==> src/sv/dd_pkg.sv <==
// Shared types, constants and calendar functions for the date difference block.
package dd_pkg;

   localparam int YEAR_W   = 14;
   localparam int MONTH_W  = 4;
   localparam int DAY_W    = 5;
   localparam int STATUS_W = 3;
   localparam int COUNT_W  = 22;
   localparam int DNUM_W   = 23;
   localparam int DBM_W    = 9;

   // Reciprocal of 100 scaled by two to the power RECIP_SHIFT; exact for operands below 2^15.
   localparam int RECIP_W     = 13;
   localparam int RECIP_SHIFT = 19;
   localparam logic [RECIP_W-1:0] RECIP_100 = 13'd5243;

   localparam logic [COUNT_W-1:0] COUNT_MAX = {COUNT_W{1'b1}};

   localparam logic [MONTH_W-1:0] MONTH_JAN = 4'd1;
   localparam logic [MONTH_W-1:0] MONTH_FEB = 4'd2;
   localparam logic [MONTH_W-1:0] MONTH_DEC = 4'd12;

   typedef enum logic [STATUS_W-1:0] {
      ST_OK       = 3'd0,
      ST_BAD_SMON = 3'd1,
      ST_BAD_SDAY = 3'd2,
      ST_BAD_EMON = 3'd3,
      ST_BAD_EDAY = 3'd4,
      ST_ORDER    = 3'd5
   } status_type;

   typedef struct packed {
      logic load_in;
      logic quo_en;
      logic quo_sel;
      logic num_en;
      logic num_sel;
      logic out_en;
   } dd_cmd_type;

   function automatic logic month_valid(input logic [MONTH_W-1:0] m);
      return (m >= MONTH_JAN) && (m <= MONTH_DEC);
   endfunction

   function automatic logic [DAY_W-1:0] month_length(input logic [MONTH_W-1:0] m,
                                                     input logic leap);
      logic [DAY_W-1:0] len;
      case (m)
         4'd2:                      len = leap ? 5'd29 : 5'd28;
         4'd4, 4'd6, 4'd9, 4'd11:   len = 5'd30;
         default:                   len = 5'd31;
      endcase
      return len;
   endfunction

   function automatic logic [DBM_W-1:0] days_before(input logic [MONTH_W-1:0] m);
      logic [DBM_W-1:0] n;
      case (m)
         4'd2:    n = 9'd31;
         4'd3:    n = 9'd59;
         4'd4:    n = 9'd90;
         4'd5:    n = 9'd120;
         4'd6:    n = 9'd151;
         4'd7:    n = 9'd181;
         4'd8:    n = 9'd212;
         4'd9:    n = 9'd243;
         4'd10:   n = 9'd273;
         4'd11:   n = 9'd304;
         4'd12:   n = 9'd334;
         default: n = 9'd0;
      endcase
      return n;
   endfunction

endpackage

==> src/sv/dd_datapath.sv <==
// Datapath: input capture, shared year quotient and day number units, result register.
module dd_datapath import dd_pkg::*; (
   input  logic                clock,
   input  dd_cmd_type          cmd,
   input  logic [YEAR_W-1:0]   req_start_year,
   input  logic [MONTH_W-1:0]  req_start_month,
   input  logic [DAY_W-1:0]    req_start_day,
   input  logic [YEAR_W-1:0]   req_end_year,
   input  logic [MONTH_W-1:0]  req_end_month,
   input  logic [DAY_W-1:0]    req_end_day,
   output logic [STATUS_W-1:0] rsp_status,
   output logic [COUNT_W-1:0]  rsp_day_count
);

   logic [YEAR_W-1:0]   sy_ff, ey_ff;
   logic [MONTH_W-1:0]  sm_ff, em_ff;
   logic [DAY_W-1:0]    sd_ff, ed_ff;

   logic [YEAR_W-1:0]   qy;
   logic [YEAR_W:0]     qy_p99, qy_p399;
   logic [YEAR_W-2:0]   qy_p399_q4;
   logic [YEAR_W-3:0]   qy_q4;
   logic [27:0]         prod_c100, prod_f100;
   logic [25:0]         prod_c400;
   logic [24:0]         prod_f400;
   logic [7:0]          c100_in, f100_in;
   logic [6:0]          c400_in;
   logic [5:0]          f400_in;
   logic                leap_in;

   logic [YEAR_W-1:0]   qyear_ff;
   logic [7:0]          c100_ff;
   logic [6:0]          c400_ff;
   logic                leap_ff;

   logic [MONTH_W-1:0]  nm;
   logic [DAY_W-1:0]    nd;
   logic [DNUM_W-1:0]   dnum_in;
   logic                mon_bad_in, day_bad_in;
   logic [DNUM_W-1:0]   a_ff, b_ff;
   logic                smon_bad_ff, sday_bad_ff, emon_bad_ff, eday_bad_ff;

   logic [DNUM_W:0]     diff;
   status_type          status_in;
   logic [COUNT_W-1:0]  count_in;
   logic [STATUS_W-1:0] status_ff;
   logic [COUNT_W-1:0]  count_ff;

   // Year quotients: ceilings and floors of y/100 and y/400 decide the leap count and rule.
   always_comb begin
      qy         = cmd.quo_sel ? ey_ff : sy_ff;
      qy_p99     = {1'b0, qy} + 15'd99;
      qy_p399    = {1'b0, qy} + 15'd399;
      qy_p399_q4 = qy_p399[YEAR_W:2];
      qy_q4      = qy[YEAR_W-1:2];
      prod_c100  = 28'(qy_p99) * 28'(RECIP_100);
      prod_f100  = 28'(qy) * 28'(RECIP_100);
      prod_c400  = 26'(qy_p399_q4) * 26'(RECIP_100);
      prod_f400  = 25'(qy_q4) * 25'(RECIP_100);
      c100_in    = prod_c100[RECIP_SHIFT +: 8];
      f100_in    = prod_f100[RECIP_SHIFT +: 8];
      c400_in    = prod_c400[RECIP_SHIFT +: 7];
      f400_in    = prod_f400[RECIP_SHIFT +: 6];
      leap_in    = ((qy[1:0] == 2'd0) && (c100_in != f100_in)) ||
                   (c400_in == {1'b0, f400_in});
   end

   // Day number counted from the first day of year zero.
   always_comb begin
      nm         = cmd.num_sel ? em_ff : sm_ff;
      nd         = cmd.num_sel ? ed_ff : sd_ff;
      dnum_in    = DNUM_W'(qyear_ff) * DNUM_W'(365)
                   + DNUM_W'((15'(qyear_ff) + 15'd3) >> 2)
                   - DNUM_W'(c100_ff) + DNUM_W'(c400_ff)
                   + DNUM_W'(days_before(nm))
                   + DNUM_W'((nm > MONTH_FEB) && leap_ff)
                   + DNUM_W'(nd);
      mon_bad_in = !month_valid(nm);
      day_bad_in = (nd == '0) || (nd > month_length(nm, leap_ff));
   end

   always_comb begin
      diff     = {1'b0, b_ff} - {1'b0, a_ff};
      count_in = '0;
      if (smon_bad_ff) begin
         status_in = ST_BAD_SMON;
      end else if (sday_bad_ff) begin
         status_in = ST_BAD_SDAY;
      end else if (emon_bad_ff) begin
         status_in = ST_BAD_EMON;
      end else if (eday_bad_ff) begin
         status_in = ST_BAD_EDAY;
      end else if (diff[DNUM_W]) begin
         status_in = ST_ORDER;
      end else begin
         status_in = ST_OK;
         count_in  = diff[DNUM_W-1] ? COUNT_MAX : diff[COUNT_W-1:0];
      end
   end

   always_ff @(posedge clock) begin
      if (cmd.load_in) begin
         sy_ff <= req_start_year;
         sm_ff <= req_start_month;
         sd_ff <= req_start_day;
         ey_ff <= req_end_year;
         em_ff <= req_end_month;
         ed_ff <= req_end_day;
      end
      if (cmd.quo_en) begin
         qyear_ff <= qy;
         c100_ff  <= c100_in;
         c400_ff  <= c400_in;
         leap_ff  <= leap_in;
      end
      if (cmd.num_en) begin
         if (cmd.num_sel) begin
            b_ff        <= dnum_in;
            emon_bad_ff <= mon_bad_in;
            eday_bad_ff <= day_bad_in;
         end else begin
            a_ff        <= dnum_in;
            smon_bad_ff <= mon_bad_in;
            sday_bad_ff <= day_bad_in;
         end
      end
      if (cmd.out_en) begin
         status_ff <= status_in;
         count_ff  <= count_in;
      end
   end

   assign rsp_status    = status_ff;
   assign rsp_day_count = count_ff;

endmodule

==> src/sv/dd_controller.sv <==
// Controller: sequences one item through the datapath and owns the result valid flag.
module dd_controller import dd_pkg::*; (
   input  logic       clock,
   input  logic       reset,
   input  logic       req_valid,
   output logic       req_ready,
   output logic       rsp_valid,
   input  logic       rsp_ready,
   output dd_cmd_type cmd
);

   typedef enum logic [2:0] {
      IDLE,
      QUO_START,
      QUO_END,
      NUM_END,
      FINISH
   } state_type;

   state_type state_ff, state_in;
   logic      rsp_valid_ff;
   logic      out_free;

   assign out_free  = !rsp_valid_ff || rsp_ready;
   assign req_ready = (state_ff == IDLE);
   assign rsp_valid = rsp_valid_ff;

   always_comb begin
      cmd         = '0;
      cmd.load_in = req_valid && req_ready;
      state_in    = state_ff;
      unique case (state_ff)
         IDLE: begin
            if (req_valid) state_in = QUO_START;
         end
         QUO_START: begin
            cmd.quo_en = 1'b1;
            state_in   = QUO_END;
         end
         QUO_END: begin
            cmd.quo_en  = 1'b1;
            cmd.quo_sel = 1'b1;
            cmd.num_en  = 1'b1;
            state_in    = NUM_END;
         end
         NUM_END: begin
            cmd.num_en  = 1'b1;
            cmd.num_sel = 1'b1;
            state_in    = FINISH;
         end
         FINISH: begin
            cmd.out_en = out_free;
            if (out_free) state_in = IDLE;
         end
         default: state_in = IDLE;
      endcase
   end

   always_ff @(posedge clock) begin
      if (reset) begin
         state_ff     <= IDLE;
         rsp_valid_ff <= 1'b0;
      end else begin
         state_ff <= state_in;
         if (cmd.out_en) begin
            rsp_valid_ff <= 1'b1;
         end else if (rsp_ready) begin
            rsp_valid_ff <= 1'b0;
         end
      end
   end

endmodule

==> src/sv/date_difference_days.sv <==
// Top level of the Gregorian date difference block.
//
//   channel | direction | handshake            | payload
//   req_    | in        | req_valid/req_ready  | start and end year, month, day
//   rsp_    | out       | rsp_valid/rsp_ready  | status, day_count
//
// After acceptance the states QUO_START, QUO_END, NUM_END and FINISH take the start and
// end years through the shared year quotient unit, the start and end dates through the
// day number unit and the final subtract into the output register. A new beat is taken
// while the previous result waits in the output register; a held result stalls only the
// final step. Reset is synchronous and clears the controller and the result valid flag.
module date_difference_days import dd_pkg::*; (
   input  logic                clock,
   input  logic                reset,
   input  logic                req_valid,
   output logic                req_ready,
   input  logic [YEAR_W-1:0]   req_start_year,
   input  logic [MONTH_W-1:0]  req_start_month,
   input  logic [DAY_W-1:0]    req_start_day,
   input  logic [YEAR_W-1:0]   req_end_year,
   input  logic [MONTH_W-1:0]  req_end_month,
   input  logic [DAY_W-1:0]    req_end_day,
   output logic                rsp_valid,
   input  logic                rsp_ready,
   output logic [STATUS_W-1:0] rsp_status,
   output logic [COUNT_W-1:0]  rsp_day_count
);

   dd_cmd_type cmd;

   dd_controller u_ctrl (
      .clock     (clock),
      .reset     (reset),
      .req_valid (req_valid),
      .req_ready (req_ready),
      .rsp_valid (rsp_valid),
      .rsp_ready (rsp_ready),
      .cmd       (cmd)
   );

   dd_datapath u_dp (
      .clock           (clock),
      .cmd             (cmd),
      .req_start_year  (req_start_year),
      .req_start_month (req_start_month),
      .req_start_day   (req_start_day),
      .req_end_year    (req_end_year),
      .req_end_month   (req_end_month),
      .req_end_day     (req_end_day),
      .rsp_status      (rsp_status),
      .rsp_day_count   (rsp_day_count)
   );

endmodule

==> config.mk <==
export PLATFORM = sky130hd
export DESIGN_NAME = date_difference_days
export DESIGN_NICKNAME = d
export VERILOG_FILES = /design/src/sv/dd_pkg.sv /design/src/sv/dd_datapath.sv /design/src/sv/dd_controller.sv /design/src/sv/date_difference_days.sv
export SDC_FILE = /design/constraint.sdc
export NUM_CORES = 1
export LEC_CHECK = 0
export BUFFER_PORTS_ARGS = -buffer_cell sky130_fd_sc_hd__buf_2
export CAP_MARGIN = 20
export CORE_UTILIZATION = 40
export CTS_CLUSTER_DIAMETER = 30
export DETAILED_ROUTE_END_ITERATION = 10
export GPL_ROUTABILITY_DRIVEN = 0
export PLACE_DENSITY_LB_ADDON = 0.12
export REMOVE_ABC_BUFFERS = 1
export SYNTH_ARGS = -nofsm -noshare
export SYNTH_HDL_FRONTEND = slang
export SYNTH_SLANG_ARGS = --single-unit
export TNS_END_PERCENT = 5
==> constraint.sdc <==
create_clock -name clock -period 12.86 [get_ports clock]
set_input_delay 2.572 -clock clock [delete_from_list [all_inputs] [get_ports clock]]
set_output_delay 2.572 -clock clock [all_outputs]
set_load 0.01 [all_outputs]
Yosys cells after proc, flatten, opt, wreduce, memory -nomap -nowiden --
Memories as Yosys holds them, arrays and structs flattened. Index checks and enable logic that the tools add are counted.
Word-level totals: memories 1, output and inout bits 27, bits in read-only memories 144, flip-flop bits (word level) 155, input port bits 50
Memories:
- (no name shown) | words 16, bits a word 9, read ports 1, clocked after memory_dff 0, wr ports 0, RTL line dd_pkg.sv:58 | case (m)
Cells by class: multipliers 5, bitwise logic cells 1, add/subtract/negate cells 10, order comparisons 4, muxes and demuxes 20, eq/ne operators 13, reductions and logical operators 21
Operator list (count):
- $mul 14x13->27 const B | 1
- $mul 15x13->27 const B | 1
- $mul 13x13->26 const B | 1
- $mul 12x13->25 const B | 1
- $sub 23x23->24 | 1
- $add 23x1->23 | 1
- $add 23x21->23 | 1
- $add 23x5->23 | 1
- $add 23x7->23 | 1
- $add 23x9->23 | 1
- $mul 14x9->23 const B | 1
- $sub 23x8->23 | 1
- $mux 22 | 1
- $add 14x2->15 const B | 1
- $add 14x7->15 const B | 1
- $add 14x9->15 const B | 1
- $pmux 3 s5 | 1
- $mux 14 | 1
- $mux 3 | 4
- $pmux 5 s2 | 1
- $eq 4x3->1 const B | 2
- $eq 4x4->1 const B | 2
- $mux 1 | 8
- $ne 8x8->1 | 1
- other kinds (27) | 38

Longest topological paths before layout --
depth in word-level cells 8, mapped depth 36, gate-level depth less buffers 32

Hierarchy --
From an unflattened synthesis, not the netlist that was laid out.
Unflattened totals: cell total of the unflattened synthesis 2324, area total of the unflattened synthesis 24367.1 um^2
Modules (own cells, without submodules):
- dd_datapath | area an instance 24159.4 um^2, cells an instance 2303, instances 1, seq. area each 4534.3 um^2
- dd_controller | area an instance 207.7 um^2, cells an instance 21, instances 1, seq. area each 80.1 um^2

Worst setup path after synthesis --
No wires, ideal clock.
kind register to register, start point reg u_ctrl.state_ff[2], end point reg u_dp.leap_ff, data pin, stages on the path, launching flop included 37, setup time 0.258 ns, buffers on the path 4, setup slack 4.500 ns, data arrival time 8.102 ns, cell sequence dfxtp_1 -> buf_2 -> nor3b_2 -> buf_6 -> buf_4 -> mux2i_1 -> inv_1 -> ha_1 -> a21oi_1 -> nor2_1 -> or3_1 -> buf_2 -> nand3_1 -> xnor2_1 -> inv_1 -> fa_1 -> inv_1 -> ha_1 -> inv_1 -> fa_1 -> inv_1 -> fa_1 -> inv_1 -> fa_1 -> inv_1 -> ha_1 -> a21o_1 -> a21o_1 -> a311oi_1 -> nor2_1 -> a41oi_1 -> o2111ai_1 -> a21oi_1 -> xnor3_1 -> xor2_1 -> o21ai_1 -> o21ai_1
On the way: longest elaborated chain between the ends 8
Ends and longest elaborated chain:
- start, declared | RTL line dd_controller.sv:20 | state_type state_ff, state_in;
- start signal, assigned | RTL line dd_controller.sv:64 | state_ff <= state_in;
- $eq 3x2->1 * | RTL line dd_controller.sv:32 | unique case (state_ff)
- $mux 1 * | RTL line dd_controller.sv:32
- $mux 14 * | RTL line dd_datapath.sv:51 | qy = cmd.quo_sel ? ey_ff : sy_ff;
- $add 14x7->15 | RTL line dd_datapath.sv:52 | qy_p99 = {1'b0, qy} + 15'd99;
- $mul 15x13->27 | RTL line dd_datapath.sv:56 | prod_c100 = 28'(qy_p99) * 28'(RECIP_100);
- $ne 8x8->1 | RTL line dd_datapath.sv:64 | leap_in = ((qy[1:0] == 2'd0) && (c100_in != f100_in)) ||
- $logic_and 1x1->1 | RTL line dd_datapath.sv:64
- $logic_or 1x1->1 * | RTL line dd_datapath.sv:64
- net u_dp.leap_in | RTL line dd_datapath.sv:29 | logic leap_in;
- end signal, assigned | RTL line dd_datapath.sv:114 | leap_ff <= leap_in;
- end, declared | RTL line dd_datapath.sv:34 | logic leap_ff;
The timed path passes the listed nets; every way through them passes the cells marked *. A chain may end at the register's enable or synchronous reset.

Worst setup path after layout --
start point reg u_ctrl.state_ff[2], end point reg u_dp.leap_ff, data pin
On the way: longest elaborated chain between the ends 8
Ends and longest elaborated chain:
- $eq 3x2->1 * | RTL line dd_controller.sv:32
- $mux 1 * | RTL line dd_controller.sv:32
- $mux 14 * | RTL line dd_datapath.sv:51
- net u_dp.qy[4] | RTL line dd_datapath.sv:19 | logic [YEAR_W-1:0] qy;
- $add 14x7->15 | RTL line dd_datapath.sv:52
- $mul 15x13->27 | RTL line dd_datapath.sv:56
- $ne 8x8->1 | RTL line dd_datapath.sv:64
- $logic_and 1x1->1 | RTL line dd_datapath.sv:64
- $logic_or 1x1->1 * | RTL line dd_datapath.sv:64
- net u_dp.leap_in | RTL line dd_datapath.sv:29
Marks and branches as above.

==> impl_metrics.tcl <==
set metrics [dict create \
    maxCapViolations 0 \
    crit_buf_inv 6 \
    setup_violations 0 \
    cts_setup_buffers 0 \
    slew_headroom 0.291 \
    synthFlopType "edfxtp_1" \
    drt-wirelength-per-cell_um 16.6 \
    cts_num_sinks 155 \
    pre_cts_ws_ps 2810 \
    numPortBuffers 76 \
    via_per_inst 4.78 \
    finClkSkew_ps 13.6 \
    worst_slew_pin_slew_ps 1030 \
    cts_buffers 17 \
    hold_buffers 0 \
    setup_ws_ps 2870 \
    period_minus_slack_ps 9990 \
    path_max_fanout 41 \
    area_growth_pct 8.36 \
    critPathTopFamily "adder cells" \
    drt-pass1-iter-count 10 \
    antenna_found_initial 1 \
    failed_checks "DRC" \
    seq_area_frac_synth 0.192 \
    mostFrequentLayoutCells "inv_1, ha_1, fa_1" \
    ioPinCount 77 \
    grt_pass1_vias 16636 \
    r2r_start "u_ctrl.state_ff[2]" \
    final_cell_area_sq_um 26000 \
    synth-seq-cells 155 \
    synth.avg_cell_area_sq_um 10.5 \
    grt.overflow.total 0 \
    syn_inst 2300 \
    die_area_sq_um 61100 \
    outcome "complete, but fails checks" \
    die_y_um 247 \
    cts_tree "yes" \
    initial_core_util 0.406 \
    cp-end-kind "register" \
    grt_start_max_net_pins 47 \
    synth_edf_count 151 \
    place_area_sq_um 25400 \
    synthDominantCellAreaShare 0.261 \
    drv_slew 0 \
    cts_root_buffer "clkbuf_16" \
    finalHoldViolCount 0 \
    wl_um 52800 \
    syn_area_sq_um 24000 \
    n_fill_cell 5736 \
    postSynth.asyncResetShare 0 \
    yosysTopAreaCell "ha_1" \
    crit_required_ps 13190 \
    rsz0062_at_grt "no" \
    yosysWarnings 0 \
    cts_resized 0 \
    max_stage_delay_ps 760 \
    min_from "u_ctrl.state_ff[1]" \
    arrival_ps 10320 \
    fp.dieW_um 247 \
    layout_commonest_cell "inv_1" \
    ys_types 73 \
    grt_pass1_wl_um 87500 \
    period_share 0.777 \
    cp_common_cell "inv_1" \
    synthTopCellsByArea "ha_1, fa_1, edfxtp_1, inv_1, xnor2_1" \
    setup-tns-final_ps 0 \
    hp-class "reg -> reg" \
    core-area_sq_um 59200 \
    cts_max_path_buffers 2 \
    ant_nets 0 \
    vias 15199 \
    clkTransAtPathRegs_ps 70 \
    crit_start "u_ctrl.state_ff[2]" \
    holdWs_ps 593 \
    clk_latency_ps 480 \
    drive_gt1_frac 0.0664 \
    path_class "reg -> reg" \
    drc 9 \
    num_rows 89 \
    initialDrtViolationCount 530 \
    grt_use_total 0.187 \
    h-tree-depth 4 \
    dp_hpwl_um 46500 \
    nets 3248 \
    max_freq_mhz 100 \
    crit_path_start_kind "register" \
    antenna_cells 0 \
    cp_slowest_cell "mux2i_1" \
]
==> final timing paths <==
path	to	slack (ps)	cells past startpoint
max	u_dp.leap_ff	2870	31
min	u_ctrl.state_ff[0]	590	2
max reg2reg	u_dp.leap_ff	2870	31
min reg2reg	u_ctrl.state_ff[0]	590	2
==> cells by family after synthesis <==
kind of cell               count (synthesis)  synth area share
adders and majority gates                803             0.512
buffers and inverters                    655             0.103
AOI/OAI and AO/OA                        257            0.0687
and+or+nand+nor                          253            0.0523
DFF                                      155             0.192
xor gates and xnor gates                 151            0.0604
muxes                                     26            0.0113
==> metal layers <==
| layer | track usage | routed length, um | vias to the layer above |
|---|---|---|---|
| met2 | 0.326 | 25800 | 198 |
| met4 | 0.0595 | 1280 | 0 |
| li1 | - | - | 7602 |
| met5 | 0 | 0 | - |
| met3 | 0.0241 | 1410 | 56 |
| met1 | 0.238 | 24400 | 7343 |
==> worst min-delay path, stage by stage (launching register included) <==
cell	delay, ps
dfxtp_1	360
nor2_1	130
nor4_1	50
==> cell usage after synthesis, drive strengths merged (8+ instances only) <==
master,count
nor2b,9
buf,9
o21a,9
nand2b,12
fa,302
and3,8
nor2,63
mux2i,26
xor2,34
a31oi,9
and2,8
inv,640
a21o,37
or2,11
nor3,19
nand2,63
o21bai,13
edfxtp,151
ha,501
nand3,24
o21ai,45
o211ai,9
a21oi,86
xnor2,110
a211oi,13
nand4,9
==> metrics by stage <==
stage,std cells,util
after floorplan,2285,-
final,3181,0.440
after CTS,3181,0.440
after global routing,3181,0.440
after global placement,3149,0.429
after detailed placement,3149,0.429
==> flip-flops by register name, indices dropped and copies added, names as in the netlist, 4 cells and up <==
name / flops
u_dp.c400_ff: 7
u_dp.b_ff: 23
u_dp.a_ff: 23
u_dp.sm_ff: 4
u_dp.sy_ff: 14
u_dp.qyear_ff: 14
u_dp.c100_ff: 8
u_dp.sd_ff: 5
u_dp.em_ff: 4
u_dp.rsp_day_count: 22
u_dp.ed_ff: 5
u_dp.ey_ff: 14
==> area by class of cell <==
type                       count  area, sq um  area share
inverter                     640         2400      0.0922
timing repair buffer          91          493      0.0189
clock buffer                  17          425      0.0163
tap                          773          967      0.0371
clock inverter                15          184     0.00706
multi-input combinational   1490        17000       0.651
sequential                   155         4610       0.177
Power is not shown: default switching activity piles up to over one toggle a cycle in this logic, so the estimate is an artifact.
